**src/rtl/ogtc_pkg.sv**
```systemverilog
// package for the obstacle gate: widths, register indexes, command and status types
// used by every module of the block; depends on nothing
`timescale 1ns / 1ps
package ogtc_pkg;
	localparam int TrailDepth = 30;
	localparam int TrailAw = $clog2(TrailDepth);
	localparam int FillW = $clog2(TrailDepth + 1);
	localparam int PosW = 24;
	localparam int DiffW = 25;
	localparam int OffW = 26;
	localparam int SqW = 51;

	localparam logic [2:0] RegIgnDist = 3'd0;
	localparam logic [2:0] RegIgnSpeed = 3'd1;
	localparam logic [2:0] RegLatLim = 3'd2;
	localparam logic [2:0] RegSlowLat = 3'd3;
	localparam logic [2:0] RegSlowSpeed = 3'd4;
	localparam logic [2:0] RegTrailRad = 3'd5;
	localparam logic [2:0] RegTrailSpc = 3'd6;

	typedef struct packed {
		logic load;       // capture input item, compute differences
		logic mul_a;      // rotation products and squares
		logic mul_b;      // shifted product sums
		logic decide;     // evaluate gate rules
		logic pose_upd;   // store pose, read last trail point
		logic pose_chk;   // spacing compare and push
		logic scan_start; // start trail walk
		logic scan_rd;    // read trail entry
		logic scan_cmp;   // compare trail entry
		logic finish;     // load output register
	} ogtc_cmd_t;

	typedef struct packed {
		logic is_pose;
		logic need_scan;
		logic scan_near;
		logic scan_last;
		logic out_busy;
	} ogtc_sts_t;
endpackage

```
**src/rtl/ogtc_ctrl.sv**
```systemverilog
// controller state machine of the obstacle gate
// depends on ogtc_pkg
`timescale 1ns / 1ps
module ogtc_ctrl (
	input  logic               clk,
	input  logic               arst_n,
	input  logic               in_fire,
	output logic               in_rdy,
	output ogtc_pkg::ogtc_cmd_t cmd,
	input  ogtc_pkg::ogtc_sts_t sts
);
	typedef enum logic [9:0] {
		ST_IDLE  = 10'b0000000001,
		ST_MULA  = 10'b0000000010,
		ST_MULB  = 10'b0000000100,
		ST_DEC   = 10'b0000001000,
		ST_PRD   = 10'b0000010000,
		ST_PCHK  = 10'b0000100000,
		ST_SRD   = 10'b0001000000,
		ST_SCMP  = 10'b0010000000,
		ST_FIN   = 10'b0100000000,
		ST_SINIT = 10'b1000000000
	} state_t;

	state_t state_q, state_d;

	// next state
	always_comb begin
		state_d = state_q;
		unique case (state_q)
			ST_IDLE: if (in_fire) state_d = ST_MULA;
			ST_MULA: state_d = ST_MULB;
			ST_MULB: state_d = sts.is_pose ? ST_PRD : ST_DEC;
			ST_DEC: state_d = sts.need_scan ? ST_SINIT : ST_FIN;
			ST_SINIT: state_d = sts.scan_last ? ST_FIN : ST_SRD;
			ST_SRD: state_d = ST_SCMP;
			ST_SCMP: state_d = (sts.scan_near || sts.scan_last) ? ST_FIN : ST_SRD;
			ST_PRD: state_d = ST_PCHK;
			ST_PCHK: state_d = ST_FIN;
			ST_FIN: if (!sts.out_busy) state_d = ST_IDLE;
			default: state_d = ST_IDLE;
		endcase
	end

	always_ff @(posedge clk or negedge arst_n) begin
		if (!arst_n) state_q <= ST_IDLE;
		else state_q <= state_d;
	end

	// commands
	always_comb begin
		cmd = '0;
		cmd.load = in_fire;
		cmd.mul_a = (state_q == ST_MULA);
		cmd.mul_b = (state_q == ST_MULB);
		cmd.decide = (state_q == ST_DEC);
		cmd.scan_start = (state_q == ST_SINIT);
		cmd.scan_rd = (state_q == ST_SRD);
		cmd.scan_cmp = (state_q == ST_SCMP);
		cmd.pose_upd = (state_q == ST_PRD);
		cmd.pose_chk = (state_q == ST_PCHK);
		cmd.finish = (state_q == ST_FIN) && !sts.out_busy;
	end

	assign in_rdy = (state_q == ST_IDLE);
endmodule

```
**config.mk**
```make
export PLATFORM = sky130hd
export DESIGN_NAME = ogtc_ctrl
export DESIGN_NICKNAME = d
export VERILOG_FILES = /design/src/rtl/ogtc_pkg.sv /design/src/rtl/ogtc_ctrl.sv
export SDC_FILE = /design/constraint.sdc
export NUM_CORES = 1
export LEC_CHECK = 0
export BUFFER_PORTS_ARGS = -buffer_cell sky130_fd_sc_hd__buf_2
export CAP_MARGIN = 30
export CELL_PAD_IN_SITES_DETAIL_PLACEMENT = 0
export CELL_PAD_IN_SITES_GLOBAL_PLACEMENT = 1
export CORE_ASPECT_RATIO = 0.75
export CORE_MARGIN = 3
export CORE_UTILIZATION = 39
export DETAILED_ROUTE_END_ITERATION = 6
export GPL_TIMING_DRIVEN = 1
export HOLD_SLACK_MARGIN = 0.03
export PLACE_DENSITY = 0.82
export SETUP_SLACK_MARGIN = 0.05
export SLEW_MARGIN = 25
export SYNTH_ARGS = -nofsm -noshare
export SYNTH_HDL_FRONTEND = slang
export SYNTH_SLANG_ARGS = --single-unit
```
**constraint.sdc**
```tcl
create_clock -name clk -period 3.4 [get_ports clk]
set_clock_uncertainty 0.2 [all_clocks]
set_input_delay 1.02 -clock clk [delete_from_list [all_inputs] [get_ports clk]]
set_output_delay 1.02 -clock clk [all_outputs]
set_load 0.01 [all_outputs]
```
==> results of run 1 <==
-- per-layer routing --
metal,GRT usage [%],part of all wire [%]
met5,0,0
met4,0,0
met3,7.47,7.1
met2,17.7,37
met1,24.3,56
-- kinds of logic (layout without fill, tap and decap cells) --
kind of cell | after synthesis | in the layout
simple gates | 42 | 42
flops | 10 | 10
xor+xnor | 4 | 4
buf+inv | 8 | 27
compound gates | 7 | 7
-- cell usage in the layout, fill, tap and decap left out, drive strengths merged, types with 2 or more instances in the layout --
cell,n
or4,3
or3,2
nor4,4
xnor2,4
dfrtp,9
inv,4
nand2,2
nor2,8
and2,3
clkbuf,4
buf,19
and4b,8
nor3b,2
nor3,5
-- worst paths after layout --
check | startpoint | to | slack, ps | cells past startpoint
setup reg to reg | state_q[1] | state_q[8] | 1270 | 4
hold / removal | arst_n | state_q[6] | 400 | 1
hold reg to reg | state_q[6] | state_q[6] | 420 | 2
max in group asynchronous | arst_n | state_q[0] | 2350 | 1
min in group clk | state_q[6] | state_q[6] | 420 | 2
setup / recovery | state_q[1] | cmd[2] | 180 | 5
-- power by group through the flow --
stage / sequential, mW / combinational, mW / clock (mW)
6_report: 0.168 / 0.185 / 0.107
5_1_grt: 0.171 / 0.209 / 0.116
4_1_cts: 0.168 / 0.186 / 0.111
3_5_place_dp: 0.169 / 0.186 / 0
3_3_place_gp: 0.169 / 0.182 / 0
2_1_floorplan: 0.163 / 0.143 / 0
-- area by class of cell --
cell class	count	area, µm²	share of cell area [%]
clock buffers	4	36.3	4.51
repair buffers	19	97.6	12.1
flip-flops and latches	10	251	31.3
multi-input cells	53	378	47.0
inverters	4	15.0	1.87
well taps	21	26.3	3.27
-- stage by stage --
step           power, mW  area (µm²)  setup slack, ps  util, %
2_1_floorplan      0.306         682              577        -
3_3_place_gp       0.351         768              502     49.2
3_5_place_dp       0.355         768              480     49.2
4_1_cts            0.465         805              166     51.5
5_1_grt            0.496         805             62.4     51.5
6_report           0.460         805              179     51.5
-- worst max-delay path, stage by stage (launching register included) --
cell and delay (ps):
sky130_fd_sc_hd__dfrtp_1 430, sky130_fd_sc_hd__or4_4 550, sky130_fd_sc_hd__nor3_1 250, sky130_fd_sc_hd__nand2_1 150, sky130_fd_sc_hd__nor3b_1 190, sky130_fd_sc_hd__buf_2 160
==> results.json, run 1 <==
{
  "status": "completed",
  "post_synth_main_area_contributors": "sky130_fd_sc_hd__dfrtp_1, sky130_fd_sc_hd__and4b_1, sky130_fd_sc_hd__xnor2_1",
  "diodes": 0,
  "reg_top3": "state_q (10)",
  "synth_enable_flop_cells": 0,
  "fmax_ghz": 0.310,
  "global_route_wire_length_before_repair_mm": 2.41,
  "yosysTopAreaCell": "sky130_fd_sc_hd__dfrtp_1",
  "final.hold.worst_slack_ps": 397,
  "avgViaCountPerCell": 5.32,
  "largest_vdd_supply_drop_uv": 327,
  "via_count_of_the_first_global_routing_pass": 542,
  "area_growth_from_synthesis_to_final_layout_pct": 18.0,
  "grt_usage_pct": 14.8,
  "initial_cell_density_of_the_core_pct": 43.7,
  "drtPass1Iterations": 4,
  "cts.root.buffer_cell": "sky130_fd_sc_hd__clkbuf_4",
  "final_cells": 111,
  "power_leakage_nw": 0.404,
  "synth-warning-count": 0,
  "pwr_density_cell_nw_per_um2": 572,
  "top_register": "state_q",
  "drt_wl_total_mm": 1.45,
  "largest_family_of_logic_cells_by_synthesized_area": "simple AND/OR/NAND/NOR gates",
  "yosys.area_share.simple_pct": 42.9,
  "final_antenna_net_count": 0,
  "synth_fa_ha_area_share_pct": 0,
  "cts_post_setup_buffers_inserted": 0,
  "dp_hpwl_mm": 1.12,
  "tritoncts.num_buffers": 3,
  "synthCells": 71,
  "cts.repair.resized": 0,
  "data_required_critical_path_ps": 2180,
  "dieWidth_um": 54.3,
  "tritoncts_clock_tree": "yes",
  "final-max-slew-violation-count": 0,
  "port-buffer-count": 18,
  "worst-path-max-fanout": 7,
  "syn-num-nets": 79,
  "fin_setup_tns_ps": 0,
  "die_area_um2": 2290,
  "power.switching_uw": 160,
  "yosys.area_share.xor_xnor_pct": 5.14,
  "synthArstFlopShare_pct": 100,
  "clk_latency_ps": 270,
  "netlist-cell-type-count": 30,
  "ys_top_cells_by_count": "sky130_fd_sc_hd__dfrtp_1, sky130_fd_sc_hd__nor2_1, sky130_fd_sc_hd__and4b_1, sky130_fd_sc_hd__nor3_1",
  "post_detailed_route_wirelength_per_cell_um": 13.0,
  "remaining_drc_errors": 0,
  "synth_compound_area_share_pct": 7.34,
  "setup_viol": 0,
  "post-synth-top-area-fraction_pct": 33.0,
  "largest_net_degree_at_the_start_of_global_routing": 11,
  "die_height_um": 42.2,
  "worst_setup_hold_path_clk_slew_ps": 70,
  "drt-initial-drc-count": 30,
  "synthMuxAreaShare_pct": 0,
  "syn_area_per_cell_um2": 9.60,
  "ctsHoldBuffers": 0,
  "min_tclk_post_route_ps": 3220,
  "start_kind": "flip-flop",
  "largest_reg_flops": 10,
  "synth_seq_cells": 10,
  "place_inst": 107,
  "synthMostInstantiatedCell": "sky130_fd_sc_hd__dfrtp_1",
  "seq_power_share_pct": 36.5,
  "number_of_antenna_violations_at_the_first_check_in_global_routing": 0,
  "cts.sinks": 10,
  "p_comb_share_pct": 40.2,
  "design.portCount": 19,
  "cellInternalPower_uw": 301,
  "holdCritPathClass": "in2async",
  "core_um2": 1560,
  "final.fill_count": 155,
  "finalWeightedCongestion": 0.857,
  "layout-drive-gt1-share_pct": 36.7,
  "clock_h_tree_levels": 1,
  "timing.final.hold_violations": 0,
  "ys_seq_area_share_pct": 36.9,
  "grt_overflow": 0,
  "detailroute.via_count": 590,
  "yosys_most_used_dff": "sky130_fd_sc_hd__dfrtp_1",
  "critPathArrivalTime_ps": 2000,
  "synth_area_um2": 682,
  "rsz0062_at_grt": "no",
  "sw_frac_of_total_pct": 34.6,
  "drv.max_cap_violation_count": 0,
  "power.share.clock_pct": 23.2,
  "critical_path_class": "reg2out",
  "min_period_over_period_pct": 94.7,
  "clock_tree.buffer_depth": 2,
  "worst_pin_slew_ps": 334,
  "finish.net_count": 99,
  "worst_setup_path_end_kind": "primary output",
  "placementRows": 12,
  "worst_slew_margin_rel_pct": 77.6
}
Note: power is estimated with default switching activity, not from simulation.
==> run 2: changes to the inputs <==
--- a/config.mk
+++ b/config.mk
@@ -11,11 +11,11 @@
 export CELL_PAD_IN_SITES_GLOBAL_PLACEMENT = 1
 export CORE_ASPECT_RATIO = 0.75
 export CORE_MARGIN = 3
-export CORE_UTILIZATION = 39
+export CORE_UTILIZATION = 37
 export DETAILED_ROUTE_END_ITERATION = 6
 export GPL_TIMING_DRIVEN = 1
 export HOLD_SLACK_MARGIN = 0.03
-export PLACE_DENSITY = 0.82
+export PLACE_DENSITY_LB_ADDON = 0.1
 export SETUP_SLACK_MARGIN = 0.05
 export SLEW_MARGIN = 25
 export SYNTH_ARGS = -nofsm -noshare
==> constraint.sdc (replaced) <==
create_clock -name clk -period 3.34 [get_ports clk]
set_clock_uncertainty 0.2 [all_clocks]
set_input_delay 1.002 -clock clk [delete_from_list [all_inputs] [get_ports clk]]
set_output_delay 1.002 -clock clk [all_outputs]
set_load 0.01 [all_outputs]
==> run 2 against run 1 <==
Count of clock-buffer cells in the layout did not move; non-clock buffer count grew 1; cell area grew 1.6%; sequential power hardly changed; register-to-register slack got worse by 80 ps; wire length is 0.42% lower; global-route usage down 2.2 points.
==> results.json, run 2 (synthesis results as in run 1) <==
{
  "critPathArrivalTime_ps": 1960,
  "worst-path-max-fanout": 7,
  "tritoncts.num_buffers": 3,
  "detailroute.via_count": 604,
  "final_antenna_net_count": 0,
  "drt-initial-drc-count": 10,
  "clock_tree.buffer_depth": 2,
  "drtPass1Iterations": 4,
  "worst_r2r_startpoint": "state_q[1]",
  "layout_commonest_cell": "sky130_fd_sc_hd__buf_2",
  "holdCritPathClass": "in2async",
  "timing.final.hold_violations": 0,
  "critical_path.cell_chain": "or4_4 -> or4_4 -> nor2_1 -> buf_2",
  "fin_setup_tns_ps": 0,
  "number_of_antenna_violations_at_the_first_check_in_global_routing": 0,
  "worst_slew_margin_rel_pct": 78.2,
  "dp_hpwl_mm": 1.10,
  "clock_h_tree_levels": 1,
  "top_register": "state_q",
  "final.fill_count": 154,
  "final-max-slew-violation-count": 0,
  "core_um2": 1610,
  "placementRows": 12,
  "rsz0062_at_grt": "no",
  "dieWidth_um": 55.6,
  "design.portCount": 19,
  "grt_overflow": 0,
  "worst_setup_path_end_kind": "primary output",
  "status": "completed",
  "port-buffer-count": 18,
  "cts.root.buffer_cell": "sky130_fd_sc_hd__clkbuf_4",
  "origin_of_the_worst_setup_path": "state_q[1]",
  "initial_cell_density_of_the_core_pct": 42.4,
  "layout-drive-gt1-share_pct": 38.5,
  "die_area_um2": 2400,
  "cts_post_setup_buffers_inserted": 0,
  "path_delay_family": "simple AND/OR/NAND/NOR gates",
  "min_period_over_period_pct": 94.6,
  "diodes": 0,
  "final_util_pct": 50.9,
  "min_tclk_post_route_ps": 3160,
  "ctsHoldBuffers": 0,
  "largest_net_degree_at_the_start_of_global_routing": 11,
  "path_buf_inv": 1,
  "fmax_ghz": 0.316,
  "finalWeightedCongestion": 0.780,
  "avgViaCountPerCell": 5.39,
  "critical_path_class": "reg2out",
  "largest_vdd_supply_drop_uv": 320,
  "drv.max_cap_violation_count": 0,
  "grt_usage_pct": 12.6,
  "path_common_cell": "sky130_fd_sc_hd__or4_4",
  "mostFrequentLayoutCells": "sky130_fd_sc_hd__buf_2, sky130_fd_sc_hd__dfrtp_1, sky130_fd_sc_hd__nor2_1",
  "global_route_wire_length_before_repair_mm": 2.30,
  "die_height_um": 43.2,
  "cp_slowest_cell": "sky130_fd_sc_hd__or4_4",
  "cts.repair.resized": 0,
  "worst_pin_slew_ps": 325,
  "data_required_critical_path_ps": 2140,
  "remaining_drc_errors": 0,
  "via_count_of_the_first_global_routing_pass": 488,
  "setup_viol": 0,
  "post_detailed_route_wirelength_per_cell_um": 12.8,
  "worst_setup_hold_path_clk_slew_ps": 70,
  "critPathMaxStageDelay_ps": 560,
  "area_growth_from_synthesis_to_final_layout_pct": 19.8,
  "pwr_density_cell_nw_per_um2": 577,
  "finish.net_count": 100,
  "clk_latency_ps": 270,
  "start_kind": "flip-flop",
  "cts.sinks": 10,
  "drt_wl_total_mm": 1.44,
  "reg_top3": "state_q (10)",
  "largest_reg_flops": 10,
  "tritoncts_clock_tree": "yes",
  "power_leakage_nw": 0.413
}
-- run 2: cell type report --
cell class | instances | area (µm²) | area share, %
Sequential cell | 10 | 251 | 30.8
Clock buffer | 4 | 36.3 | 4.44
Timing Repair Buffer | 20 | 105 | 12.9
Multi-Input combinational cell | 53 | 383 | 46.9
Tap cell | 21 | 26.3 | 3.22
Inverter | 4 | 15.0 | 1.84
-- run 2: final timing paths --
check,end,slack (ps),depth (start not counted)
min in group clk,state_q[6],420,2
max,cmd[3],180,4
max reg2reg,state_q[8],1190,4
min reg2reg,state_q[6],420,2
max in group asynchronous,state_q[0],2310,1
min,state_q[7],380,1
-- run 2: layer usage --
| layer | global-route usage [%] | vias to the layer above | routed length, µm |
|---|---|---|---|
| met5 | 0 | - | 0 |
| met4 | 1.46 | 0 | 0 |
| met3 | 6.69 | 0 | 93 |
| met2 | 15.3 | 16 | 581 |
| met1 | 19.2 | 285 | 764 |
| li1 | - | 303 | - |
-- run 2: power breakdown --
group	leakage (nW)	switching, mW	internal (mW)
logic	0.257	0.0944	0.0978
clock network	0.0210	0.0428	0.0661
registers	0.135	0.0264	0.144
-- run 2: metrics by stage --
stage	power (mW)	std cells	cell area, µm²	setup WS [ps]	hold WS [ps]
final	0.471	112	817	179	375
after global routing	0.505	112	817	91.7	382
after global placement	0.365	108	776	394	403
after floorplan	0.311	71	682	535	327
after CTS	0.473	112	812	87.1	379
after detailed placement	0.360	108	776	405	414
==> run 3: changes to the inputs <==
--- a/config.mk
+++ b/config.mk
@@ -11,7 +11,8 @@
 export CELL_PAD_IN_SITES_GLOBAL_PLACEMENT = 1
 export CORE_ASPECT_RATIO = 0.75
 export CORE_MARGIN = 3
-export CORE_UTILIZATION = 37
+export CORE_UTILIZATION = 39
+export CTS_BUF_LIST = sky130_fd_sc_hd__clkbuf_4 sky130_fd_sc_hd__clkbuf_8
 export DETAILED_ROUTE_END_ITERATION = 6
 export GPL_TIMING_DRIVEN = 1
 export HOLD_SLACK_MARGIN = 0.03
==> constraint.sdc (replaced) <==
create_clock -name clk -period 3.34 [get_ports clk]
set_clock_uncertainty 0.2 [all_clocks]
set_input_delay 1.002 -clock clk [delete_from_list [all_inputs] [get_ports clk]]
set_output_delay 1.002 -clock clk [all_outputs]
set_load 0.05 [all_outputs]
==> run 3 against run 2 <==
Core utilization grew 3.6 points; sequential share of layout area is 1.0 points lower; non-clock buffer count rose by 1; flip-flop and latch count is the same; power up 9.0%; combinational power up 28%; worst hold slack improved by 11 ps; critical path type unchanged.
==> results.json, run 3 (synthesis results as in run 1) <==
{
  "critical_path_class": "reg2out",
  "rsz0062_at_grt": "yes",
  "reg2regPathDepth": 4,
  "worst_slew_margin_rel_pct": 78.7,
  "final.fill_count": 164,
  "start_kind": "flip-flop",
  "remaining_drc_errors": 0,
  "detailroute.via_count": 595,
  "topRoutingLayerUsed": "met3",
  "clock_h_tree_levels": 1,
  "global_route_wire_length_before_repair_mm": 2.12,
  "cp_slowest_cell": "sky130_fd_sc_hd__or4_4",
  "finish.net_count": 101,
  "tritoncts_clock_tree": "yes",
  "fin_ws_ps": 85.6,
  "finalWeightedCongestion": 0.757,
  "clk_latency_ps": 270,
  "top_register": "state_q",
  "diodes": 0,
  "min_period_over_period_pct": 97.4,
  "place_ws_ps": 249,
  "largest_net_degree_at_the_start_of_global_routing": 11,
  "final_antenna_net_count": 0,
  "cts.sinks": 10,
  "drtPass1Iterations": 2,
  "avgViaCountPerCell": 5.27,
  "stdcell_area_um2": 850,
  "tritoncts.num_buffers": 3,
  "worst_r2r_startpoint": "state_q[1]",
  "path_buf_inv": 1,
  "final-max-slew-violation-count": 0,
  "placed_area_um2": 793,
  "drt-initial-drc-count": 7,
  "pwr_density_cell_nw_per_um2": 605,
  "final_util_pct": 54.4,
  "post_detailed_route_wirelength_per_cell_um": 12.4,
  "worst-r2r-setup-slack_ps": 1200,
  "die_area_um2": 2290,
  "area_growth_from_synthesis_to_final_layout_pct": 24.6,
  "core_um2": 1560,
  "status": "completed",
  "reg_top3": "state_q (10)",
  "grt_usage_pct": 13.0,
  "min_tclk_post_route_ps": 3250,
  "data_required_critical_path_ps": 2140,
  "ctsHoldBuffers": 0,
  "wl_met2_um": 583,
  "drt_wl_total_mm": 1.40,
  "sequential_cell_area_um2": 253,
  "placementRows": 12,
  "layout-drive-gt1-share_pct": 44.6,
  "largest_vdd_supply_drop_uv": 320,
  "fmax_ghz": 0.307,
  "port-buffer-count": 18,
  "wirelength_met1_um": 731,
  "via_count_of_the_first_global_routing_pass": 472,
  "power_leakage_nw": 0.417,
  "final.hold.worst_slack_ps": 386,
  "critPathMaxStageDelay_ps": 550,
  "timing.final.hold_violations": 0,
  "path_delay_family": "simple AND/OR/NAND/NOR gates",
  "worst_setup_hold_path_clk_slew_ps": 60,
  "grt_overflow": 0,
  "drv.max_cap_violation_count": 0,
  "multiInputGateArea_um2": 398,
  "largest_reg_flops": 10,
  "fin_setup_tns_ps": 0,
  "route.met3.wl_um": 82,
  "dp_hpwl_mm": 1.06,
  "clock_tree.buffer_depth": 2,
  "number_of_antenna_violations_at_the_first_check_in_global_routing": 0,
  "worst-path-max-fanout": 7,
  "setup_viol": 0,
  "mostFrequentLayoutCells": "sky130_fd_sc_hd__buf_2, sky130_fd_sc_hd__dfrtp_1, sky130_fd_sc_hd__nor2_1",
  "critPathArrivalTime_ps": 2050,
  "dieWidth_um": 54.3,
  "layout_commonest_cell": "sky130_fd_sc_hd__buf_2",
  "initial_cell_density_of_the_core_pct": 43.7,
  "holdCritPathClass": "in2async",
  "worst_setup_path_end_kind": "primary output",
  "cts.root.buffer_cell": "sky130_fd_sc_hd__clkbuf_4",
  "critical_path.cell_chain": "or4_4 -> nor3_1 -> and4b_1 -> buf_2",
  "design.portCount": 19,
  "die_height_um": 42.2,
  "worst_pin_slew_ps": 316,
  "crit-reg2reg-capture": "state_q[8]"
}
[run 3: changes by cell type in the layout (fill, tap and decap cells not counted), sizes merged]
cell	before	now
clkbuf	4	5
[run 3: report_power, final]
| part | switching (mW) | leakage [nW] | internal, mW |
|---|---|---|---|
| registers | 0.0281 | 0.134 | 0.145 |
| clock network | 0.0404 | 0.0184 | 0.0543 |
| logic | 0.147 | 0.265 | 0.0995 |
| total | 0.215 | 0.417 | 0.299 |
[run 3: how the worst max path moves through the flow]
stage | startpoint | endpoint | cells past startpoint
2_1_floorplan | state_q[1] | cmd[3] | 3
3_3_place_gp | state_q[1] | cmd[2] | 5
3_5_place_dp | state_q[1] | cmd[2] | 5
4_1_cts | state_q[1] | cmd[5] | 4
5_1_grt | state_q[1] | cmd[5] | 4
6_report | state_q[1] | cmd[5] | 4
[run 3: layer usage]
layer / vias to the layer above / global-route usage, %
met3: 0 / 7.47
met5: - / 0
met2: 11 / 14.8
li1: 307 / -
met1: 277 / 20.1
met4: 0 / 2.99
[run 3: timing repair]
item	4_1_cts	5_1_grt
setup endpoints to repair	3	7
hold endpoints to repair	0	0
gates resized for setup	3	6
buffers inserted	0	0
[run 3: through the flow]
stage	total power [mW]	instances
2_1_floorplan	0.364	71
3_3_place_gp	0.413	109
3_5_place_dp	0.412	109
4_1_cts	0.515	113
5_1_grt	0.547	113
6_report	0.514	113
[run 3: cell type report]
type                       instances  share of cell area, %
sequential                        10                   29.7
multi-input combinational         53                   46.8
tap                               21                   3.09
clock buffer                       4                   3.53
timing repair buffer              21                   15.0
inverter                           4                   1.77
